===== src/sv/apr_pkg.sv =====
// shared types and constants for the addressed packet receiver
`timescale 1ns / 1ps
`default_nettype none

package apr_pkg;

	localparam logic [7:0]  PREAMBLE_END = 8'h55;
	localparam logic [7:0]  SIZE_MASK    = 8'h0F;
	localparam logic [15:0] CRC_POLY     = 16'h1021;
	localparam logic [15:0] CRC_START    = 16'h0000;
	localparam logic [15:0] CRC_RESET    = 16'hFFFF;

	localparam int STORE_DEPTH     = 16;
	localparam int STORE_AW        = $clog2(STORE_DEPTH);
	localparam int DIGIT_BITS      = 2;
	localparam int DIGITS_PER_BYTE = 8 / DIGIT_BITS;
	localparam int DIGIT_CW        = $clog2(DIGITS_PER_BYTE);

	typedef enum logic [2:0] {
		PH_NOISE,
		PH_PREAMBLE,
		PH_ADDRESS,
		PH_SIZE,
		PH_DATA,
		PH_CHECK1,
		PH_CHECK2
	} phase_t;

	typedef enum logic [1:0] {
		ENG_IDLE,
		ENG_CRC,
		ENG_RD,
		ENG_LD
	} eng_t;

	typedef struct packed {
		logic start;
		logic clr;
	} crc_ctl_t;

	typedef struct packed {
		logic busy;
		logic zero;
	} crc_stat_t;

endpackage

`default_nettype wire


===== src/sv/apr_crc_serial.sv =====
// crc-16 xmodem unit, two message bits per cycle, msb first
`timescale 1ns / 1ps
`default_nettype none

module apr_crc_serial
	import apr_pkg::*;
(
	input  wire logic      clk,
	input  wire logic      arst_n,
	input  wire crc_ctl_t  ctl,
	input  wire logic [7:0] data,
	output crc_stat_t      stat
);

	logic [15:0]         crc_q;
	logic [7:0]          sh_q;
	logic [DIGIT_CW-1:0] cnt_q;
	logic                busy_q;
	logic [15:0]         crc_nx;
	logic                fb;

	// fold one digit of the shift register into the accumulator
	always_comb begin
		crc_nx = crc_q;
		fb = 1'b0;
		for (int k = 0; k < DIGIT_BITS; k++) begin
			fb = crc_nx[15] ^ sh_q[7-k];
			crc_nx = {crc_nx[14:0], 1'b0} ^ (fb ? CRC_POLY : 16'h0000);
		end
	end

	always_ff @(posedge clk or negedge arst_n) begin
		if (!arst_n) begin
			crc_q  <= CRC_RESET;
			cnt_q  <= '0;
			busy_q <= 1'b0;
		end else if (busy_q) begin
			crc_q <= crc_nx;
			cnt_q <= cnt_q + 1'b1;
			if (cnt_q == DIGIT_CW'(DIGITS_PER_BYTE - 1))
				busy_q <= 1'b0;
		end else if (ctl.start) begin
			cnt_q  <= '0;
			busy_q <= 1'b1;
		end else if (ctl.clr) begin
			crc_q <= CRC_START;
		end
	end

	always_ff @(posedge clk) begin
		if (!busy_q && ctl.start)
			sh_q <= data;
		else if (busy_q)
			sh_q <= {sh_q[7-DIGIT_BITS:0], {DIGIT_BITS{1'b0}}};
	end

	assign stat.busy = busy_q;
	assign stat.zero = (crc_q == 16'h0000);

endmodule

`default_nettype wire


===== src/sv/apr_store.sv =====
// payload store, one write port and one registered read port
`timescale 1ns / 1ps
`default_nettype none

module apr_store
	import apr_pkg::*;
(
	input  wire logic                clk,
	input  wire logic                wr_en,
	input  wire logic [STORE_AW-1:0] wr_addr,
	input  wire logic [7:0]          wr_data,
	input  wire logic                rd_en,
	input  wire logic [STORE_AW-1:0] rd_addr,
	output logic [7:0]               rd_data
);

	logic [7:0] mem [STORE_DEPTH];
	logic [7:0] rd_data_q;

	always_ff @(posedge clk) begin
		if (wr_en)
			mem[wr_addr] <= wr_data;
	end

	always_ff @(posedge clk) begin
		if (rd_en)
			rd_data_q <= mem[rd_addr];
	end

	assign rd_data = rd_data_q;

endmodule

`default_nettype wire


===== src/sv/addressed_packet_receiver_crc16.sv =====
// top level: frame hunting, address filter, payload capture and release
//
//  channel   signals                                   direction
//  input     in_valid, in_stall, rx_byte               byte request in
//  output    out_valid, out_stall, payload_byte,       payload request out
//            last_byte
//  config    cfg_valid, cfg_ready, device_addr         address write in
//
// preamble, address and size bytes are taken by the idle engine; payload and
// check bytes also run the 2-bit-per-cycle crc digit loop, stalling input.
// a packet that passes releases its payload a byte at a time, each read
// via the registered read port of the payload store; input stalls meanwhile.
// arst_n clears control state; the crc accumulator resets to all ones.
// a stalled result sits in the output register while the next byte is taken.
`timescale 1ns / 1ps
`default_nettype none

module addressed_packet_receiver_crc16
	import apr_pkg::*;
(
	input  wire logic       clk,
	input  wire logic       arst_n,
	input  wire logic       in_valid,
	output logic            in_stall,
	input  wire logic [7:0] rx_byte,
	output logic            out_valid,
	input  wire logic       out_stall,
	output logic [7:0]      payload_byte,
	output logic            last_byte,
	input  wire logic       cfg_valid,
	output logic            cfg_ready,
	input  wire logic [7:0] device_addr
);

	phase_t              phase_q, phase_d;
	eng_t                eng_q, eng_d;
	logic [4:0]          bytes_left_q, bytes_left_d;
	logic [4:0]          payload_len_q, payload_len_d;
	logic                final_q, final_d;
	logic [STORE_AW-1:0] rd_idx_q, rd_idx_d;
	logic [7:0]          dev_addr_q;
	logic                out_valid_q, out_valid_d;
	logic [7:0]          payload_byte_q;
	logic                last_byte_q;

	logic                accept;
	logic                addr_match;
	logic                load_out;
	logic                is_last;
	logic                wr_en;
	logic                rd_en;
	logic [STORE_AW-1:0] wr_addr;
	logic [7:0]          rd_data;
	crc_ctl_t            crc_ctl;
	crc_stat_t           crc_st;

	assign cfg_ready = 1'b1;
	assign in_stall  = (eng_q != ENG_IDLE);
	assign accept    = in_valid && !in_stall;

	assign addr_match = (rx_byte == dev_addr_q) || (dev_addr_q == 8'h00) || (rx_byte == 8'h00);
	assign wr_addr    = STORE_AW'(payload_len_q - bytes_left_q);
	assign is_last    = ({1'b0, rd_idx_q} == (payload_len_q - 5'd1));

	always_ff @(posedge clk or negedge arst_n) begin
		if (!arst_n) begin
			phase_q       <= PH_NOISE;
			eng_q         <= ENG_IDLE;
			bytes_left_q  <= '0;
			payload_len_q <= '0;
			final_q       <= 1'b0;
			rd_idx_q      <= '0;
			dev_addr_q    <= '0;
			out_valid_q   <= 1'b0;
		end else begin
			phase_q       <= phase_d;
			eng_q         <= eng_d;
			bytes_left_q  <= bytes_left_d;
			payload_len_q <= payload_len_d;
			final_q       <= final_d;
			rd_idx_q      <= rd_idx_d;
			out_valid_q   <= out_valid_d;
			if (cfg_valid && cfg_ready)
				dev_addr_q <= device_addr;
		end
	end

	always_ff @(posedge clk) begin
		if (load_out) begin
			payload_byte_q <= rd_data;
			last_byte_q    <= is_last;
		end
	end

	always_comb begin
		phase_d       = phase_q;
		eng_d         = eng_q;
		bytes_left_d  = bytes_left_q;
		payload_len_d = payload_len_q;
		final_d       = final_q;
		rd_idx_d      = rd_idx_q;
		crc_ctl       = '0;
		wr_en         = 1'b0;
		rd_en         = 1'b0;
		load_out      = 1'b0;
		out_valid_d   = out_valid_q && out_stall;

		case (eng_q)
			ENG_IDLE: begin
				if (accept) begin
					case (phase_q)
						PH_NOISE: begin
							if (rx_byte == 8'h00)
								phase_d = PH_PREAMBLE;
						end
						PH_PREAMBLE: begin
							if (rx_byte != 8'h00)
								phase_d = (rx_byte == PREAMBLE_END) ? PH_ADDRESS : PH_NOISE;
						end
						PH_ADDRESS: begin
							phase_d = addr_match ? PH_SIZE : PH_NOISE;
						end
						PH_SIZE: begin
							payload_len_d = 5'(rx_byte & SIZE_MASK) + 5'd1;
							bytes_left_d  = 5'(rx_byte & SIZE_MASK) + 5'd1;
							crc_ctl.clr   = 1'b1;
							phase_d       = PH_DATA;
						end
						PH_DATA: begin
							wr_en         = 1'b1;
							crc_ctl.start = 1'b1;
							final_d       = 1'b0;
							eng_d         = ENG_CRC;
							bytes_left_d  = bytes_left_q - 5'd1;
							if (bytes_left_q == 5'd1)
								phase_d = PH_CHECK1;
						end
						PH_CHECK1: begin
							crc_ctl.start = 1'b1;
							final_d       = 1'b0;
							eng_d         = ENG_CRC;
							phase_d       = PH_CHECK2;
						end
						PH_CHECK2: begin
							crc_ctl.start = 1'b1;
							final_d       = 1'b1;
							eng_d         = ENG_CRC;
							phase_d       = PH_NOISE;
						end
						default: begin
							phase_d = PH_NOISE;
						end
					endcase
				end
			end
			ENG_CRC: begin
				if (!crc_st.busy) begin
					// release the packet only after the second check byte leaves zero
					if (final_q && crc_st.zero) begin
						rd_idx_d = '0;
						eng_d    = ENG_RD;
					end else begin
						eng_d = ENG_IDLE;
					end
				end
			end
			ENG_RD: begin
				rd_en = 1'b1;
				eng_d = ENG_LD;
			end
			ENG_LD: begin
				if (!out_valid_q || !out_stall) begin
					load_out    = 1'b1;
					out_valid_d = 1'b1;
					if (is_last) begin
						eng_d = ENG_IDLE;
					end else begin
						rd_idx_d = rd_idx_q + 1'b1;
						eng_d    = ENG_RD;
					end
				end
			end
			default: begin
				eng_d = ENG_IDLE;
			end
		endcase
	end

	apr_crc_serial u_crc (
		.clk    (clk),
		.arst_n (arst_n),
		.ctl    (crc_ctl),
		.data   (rx_byte),
		.stat   (crc_st)
	);

	apr_store u_store (
		.clk     (clk),
		.wr_en   (wr_en),
		.wr_addr (wr_addr),
		.wr_data (rx_byte),
		.rd_en   (rd_en),
		.rd_addr (rd_idx_q),
		.rd_data (rd_data)
	);

	assign out_valid    = out_valid_q;
	assign payload_byte = payload_byte_q;
	assign last_byte    = last_byte_q;

`ifndef ASSERT_OFF
	// the crc digit loop only runs while the engine waits on it
	a_crc_busy_in_crc: assert property (@(posedge clk) disable iff (!arst_n)
		crc_st.busy |-> eng_q == ENG_CRC)
		else $error("crc unit busy outside crc wait");

	// payload writes happen only while capturing payload bytes
	a_write_in_data: assert property (@(posedge clk) disable iff (!arst_n)
		wr_en |-> phase_q == PH_DATA && eng_q == ENG_IDLE)
		else $error("payload store written outside data phase");

	// readout never runs past the captured length
	a_read_in_range: assert property (@(posedge clk) disable iff (!arst_n)
		eng_q == ENG_RD |-> {1'b0, rd_idx_q} < payload_len_q)
		else $error("payload readout beyond packet length");

	// a packet release always follows a finished crc wait
	a_release_after_crc: assert property (@(posedge clk) disable iff (!arst_n)
		eng_q == ENG_CRC && eng_d == ENG_RD |-> final_q && crc_st.zero && !crc_st.busy)
		else $error("payload released without a passing check");
`endif

endmodule

`default_nettype wire

===== config.mk =====
export PLATFORM = sky130hd
export DESIGN_NAME = addressed_packet_receiver_crc16
export DESIGN_NICKNAME = d
export VERILOG_FILES = /design/src/sv/apr_pkg.sv /design/src/sv/apr_crc_serial.sv /design/src/sv/apr_store.sv /design/src/sv/addressed_packet_receiver_crc16.sv
export SDC_FILE = /design/constraint.sdc
export NUM_CORES = 1
export LEC_CHECK = 0
export BUFFER_PORTS_ARGS = -buffer_cell sky130_fd_sc_hd__clkbuf_2
export CORE_MARGIN = 10
export CORE_UTILIZATION = 44
export CTS_BUF_LIST = sky130_fd_sc_hd__clkbuf_8
export CTS_CLUSTER_DIAMETER = 100
export DETAILED_ROUTE_END_ITERATION = 16
export HOLD_SLACK_MARGIN = 0.05
export PLACE_DENSITY_LB_ADDON = 0.12
export SETUP_SLACK_MARGIN = 0.02
export SLEW_MARGIN = 20
export SYNTH_ARGS = -nofsm -noshare
export SYNTH_HDL_FRONTEND = slang
export SYNTH_SLANG_ARGS = --single-unit

===== constraint.sdc =====
create_clock -name clk -period 3.2 [get_ports clk]
set_input_delay 0.64 -clock clk [delete_from_list [all_inputs] [get_ports clk]]
set_output_delay 0.64 -clock clk [all_outputs]
set_load 0.05 [all_outputs]

==> key figures <==
Run status
  – Status: finished, final reports clean

Worst hold path
  – Worst hold path type: primary input to async pin

Placement
  – DP Cell Count: 885
  – # port buffers: 31
  – Placement Setup Slack: 0.467 ns
  – GPL Wtd Cong: 0.791
  – Detailed placer's ending HPWL: 12100 um

Routing
  – First drt pass iteration count: 5
  – Vias/cell: 5.34
  – Met3 routed WL: 900 um
  – DR WL/cell: 20.0 um
  – 1st-iter DRT viols: 503
  – M1 WL: 8880 um
  – Max layer used: met4
  – Wire length on met2: 8830 um
  – Total Wirelength: 18900 um
  – DR DRC count: 0
  – Detail Route Antenna Nets: 0
  – Vias: 5052

Pwr
  – Leakage: 3.56 nW
  – Net switching power: 0.00238 W
  – Peak VDD IR: 0.281 mV
  – Clk network pwr share: 30.2%
  – Power density over the cells: 763 nW/um^2
  – Combinational fraction of design power: 23.2%
  – Switching Share: 31.6%
  – Sequential group share of total power: 46.6%
  – Cell-internal power: 0.00516 W

Finish
  – FF+latch area: 5820 um^2
  – Share of cells above drive strength 1: 26.0%
  – Layout fillers: 1715
  – Layout Nets: 690
  – Multi-input gate area: 2630 um^2
  – Non-filler cells, final: 946
  – Syn-to-layout area delta: 14.5%
  – Diode count: 0
  – Post-layout util: 51.0%

Die
  – Starting Density: 44.5%
  – Ports: 33
  – Die X: 160 um
  – # rows: 51
  – Core area: 19400 um^2
  – DIE AREA: 25600 um^2
  – Die H: 160 um

Synth
  – Syn Inst Count: 590
  – Syn nets: 623
  – Async set-reset flop share out of synthesis: 23.9%
  – Synthesis warning total: 0
  – #FFs+latches synth: 201
  – Synth Flop Type: edfxtp_1
  – Post-synth EDFFs: 153
  – Avg Cell Area, Syn: 14.6 um^2
  – Yosys cell types: 56
  – Sequential share of the synthesized area: 67.4%
  – Post-synthesis instance area: 8630 um^2

STA
  – Post-route clock period utilization: 75.0%
  – F_max: 416 MHz
  – Final Setup Violations: 0
  – Worst slew pin tran: 0.877 ns
  – Fin Clk Skew: 0.0135 ns
  – Total negative slack: 0 ns
  – RSZ-0062 raised after global routing: false
  – Setup ws final: 0.799 ns
  – Fin crit period: 2.40 ns
  – Final Hold Viols: 0
  – Pins Over Slew Limit: 0
  – Max-slew headroom: 41.4%

Critical path
  – WS Path Type: flop to flop
  – Largest fanout on the critical path: 8
  – Crit path capture type: flop
  – Crit path DAT: 2.55 ns
  – Req. time, crit path: 3.35 ns
  – Startpoint types: flop

GRT
  – First-pass GRT wire length: 30000 um
  – Vias in the first global route: 5254
  – Initial antenna violation count: 0
  – Largest net degree at the start of global routing: 33
  – Total track usage: 14.9%
  – GRT overflow: 0

Clock network
  – Root buf cell: clkbuf_8
  – CTS tree: built
  – Clock slew seen by the registers of the worst setup and hold paths: 0.06 ns
  – Clock latency on the worst-skew pair: 0.52 ns
  – Cts hold-fix bufs: 0
  – CTS Buf Count: 35
  – Clock Sinks: 201
  – Clock Tree Buf Depth: 3
  – # resized after CTS: 0
  – Htree depth: 2
  – Setup Fix Bufs, Post-CTS: 0

Flow run
  – MaxCap Viol Count: 0
-- metal layers --
| layer | GRT usage, % | vias up |
|---|---|---|
| met3 | 3.62 | 25 |
| met4 | 4.80 | 0 |
| met2 | 23.2 | 131 |
| met5 | 0 | - |
| met1 | 20.0 | 2523 |
| li1 | - | 2373 |
-- flip-flops by register name, summed over array words and instances, names as in the netlist --
signal           count
dev_addr_q           8
eng_q                2
bytes_left_q         5
u_crc.busy_q         1
payload_len_q        5
u_store.mem        128
payload_byte         8
u_crc.sh_q           8
u_crc.crc_q         16
u_crc.cnt_q          2
last_byte            1
rd_idx_q             4
phase_q              3
final_q              1
out_valid            1
u_store.rd_data      8
-- logic make-up after synthesis --
family / synth area share, %
flip-flops: 67.4
AND/OR/NAND/NOR: 8.25
AO/OA/AOI/OAI: 7.20
multiplexers: 10.3
buffers and inverters: 2.26
XOR/XNOR: 2.74
adder cells (fa/ha/maj): 1.83
other: 0.0434
-- worst max-delay path: stages, from the launching register on --
cell and delay, ns:
dfrtp_1 0.38, inv_1 0.18, ha_1 0.27, a21o_1 0.16
a21o_1 0.21, xnor2_1 0.27, nor3_2 0.59
-- power by group through the flow --
stage / registers (W) / logic [W] / clock network [W]
6_report: 0.00351 / 0.00175 / 0.00227
5_1_grt: 0.00356 / 0.00197 / 0.00247
4_1_cts: 0.00351 / 0.00175 / 0.00234
3_5_place_dp: 0.00356 / 0.00174 / 0
3_3_place_gp: 0.00355 / 0.00168 / 0
2_1_floorplan: 0.00346 / 0.00137 / 0
-- cell type report --
cell class | count | share of cell area [%]
well taps | 265 | 3.35
flip-flops and latches | 201 | 58.8
clock inverters | 24 | 1.67
repair buffers | 60 | 3.90
inverters | 12 | 0.456
multi-input cells | 347 | 26.6
clock buffers | 37 | 5.15
-- stage by stage --
step / hold WS [ns] / cell area (um^2) / power [W]
floorplan: 0.344 / 8630 / 0.00483
detailed placement: 0.405 / 9200 / 0.00530
global placement: 0.403 / 9200 / 0.00523
CTS: 0.133 / 9880 / 0.00761
finish: 0.150 / 9890 / 0.00754
global route: 0.178 / 9890 / 0.00799
-- Yosys cell counts, types with 2 or more instances --
cell type / number / share of area [%]
or3_1: 2 / 0.14
nor2_1: 14 / 0.61
dfstp_2: 16 / 4.9
inv_1: 12 / 0.52
mux2i_1: 25 / 2.9
edfxtp_1: 153 / 53
buf_6: 2 / 0.26
xor2_1: 12 / 1.2
nor4b_1: 3 / 0.30
ha_1: 11 / 1.6
o22a_1: 2 / 0.20
o211a_1: 3 / 0.35
a22o_1: 3 / 0.30
o21ai_0: 42 / 2.4
nor2b_1: 2 / 0.14
clkbuf_1: 13 / 0.57
nand2_1: 63 / 2.7
a211o_1: 2 / 0.20
mux2_2: 25 / 3.3
a21oi_1: 15 / 0.87
nor3b_2: 2 / 0.29
nand4_1: 3 / 0.22
buf_4: 2 / 0.17
a22oi_1: 8 / 0.70
mux4_2: 16 / 4.2
nand3b_1: 3 / 0.26
a221oi_1: 8 / 0.81
a21o_1: 3 / 0.26
a31oi_1: 4 / 0.29
nand3_1: 9 / 0.52
and2_1: 2 / 0.14
nor4_1: 6 / 0.43
and4_1: 2 / 0.20
xnor2_1: 15 / 1.5
dfrtp_1: 32 / 9.3
buf_2: 12 / 0.70
nor3_1: 24 / 1.4
-- worst paths after layout --
path                                     from                end  slack [ns]  depth (start not counted)
max                           bytes_left_q[1]  u_store.mem[7][3]        0.80                          6
min                                    arst_n        rd_idx_q[3]        0.15                          1
max reg2reg                   bytes_left_q[1]  u_store.mem[7][3]        0.80                          6
min reg2reg                u_store.rd_data[1]    payload_byte[1]        0.42                          0
max in group asynchronous              arst_n      dev_addr_q[4]        2.26                          2
min in group clk               device_addr[1]      dev_addr_q[1]        0.36                          2
-- placed cells by master (no fill, tap or decap), types with 6 or more instances in the layout --
cell type  instances
a21oi_1           15
a221oi_1           8
a22oi_1            8
buf_4             28
clkbuf_2          31
clkbuf_8          37
clkinv_2           7
dfrtp_1           31
dfstp_2           16
edfxtp_1         153
ha_1              11
inv_1             20
mux2_2            25
mux2i_1           25
mux4_2            16
nand2_1           63
nand3_1            9
nor2_1            14
nor3_1            22
nor4_1             6
o21ai_0           42
xnor2_1           15
xor2_1            12
No activity file was read; power rests on OpenSTA's default activity.
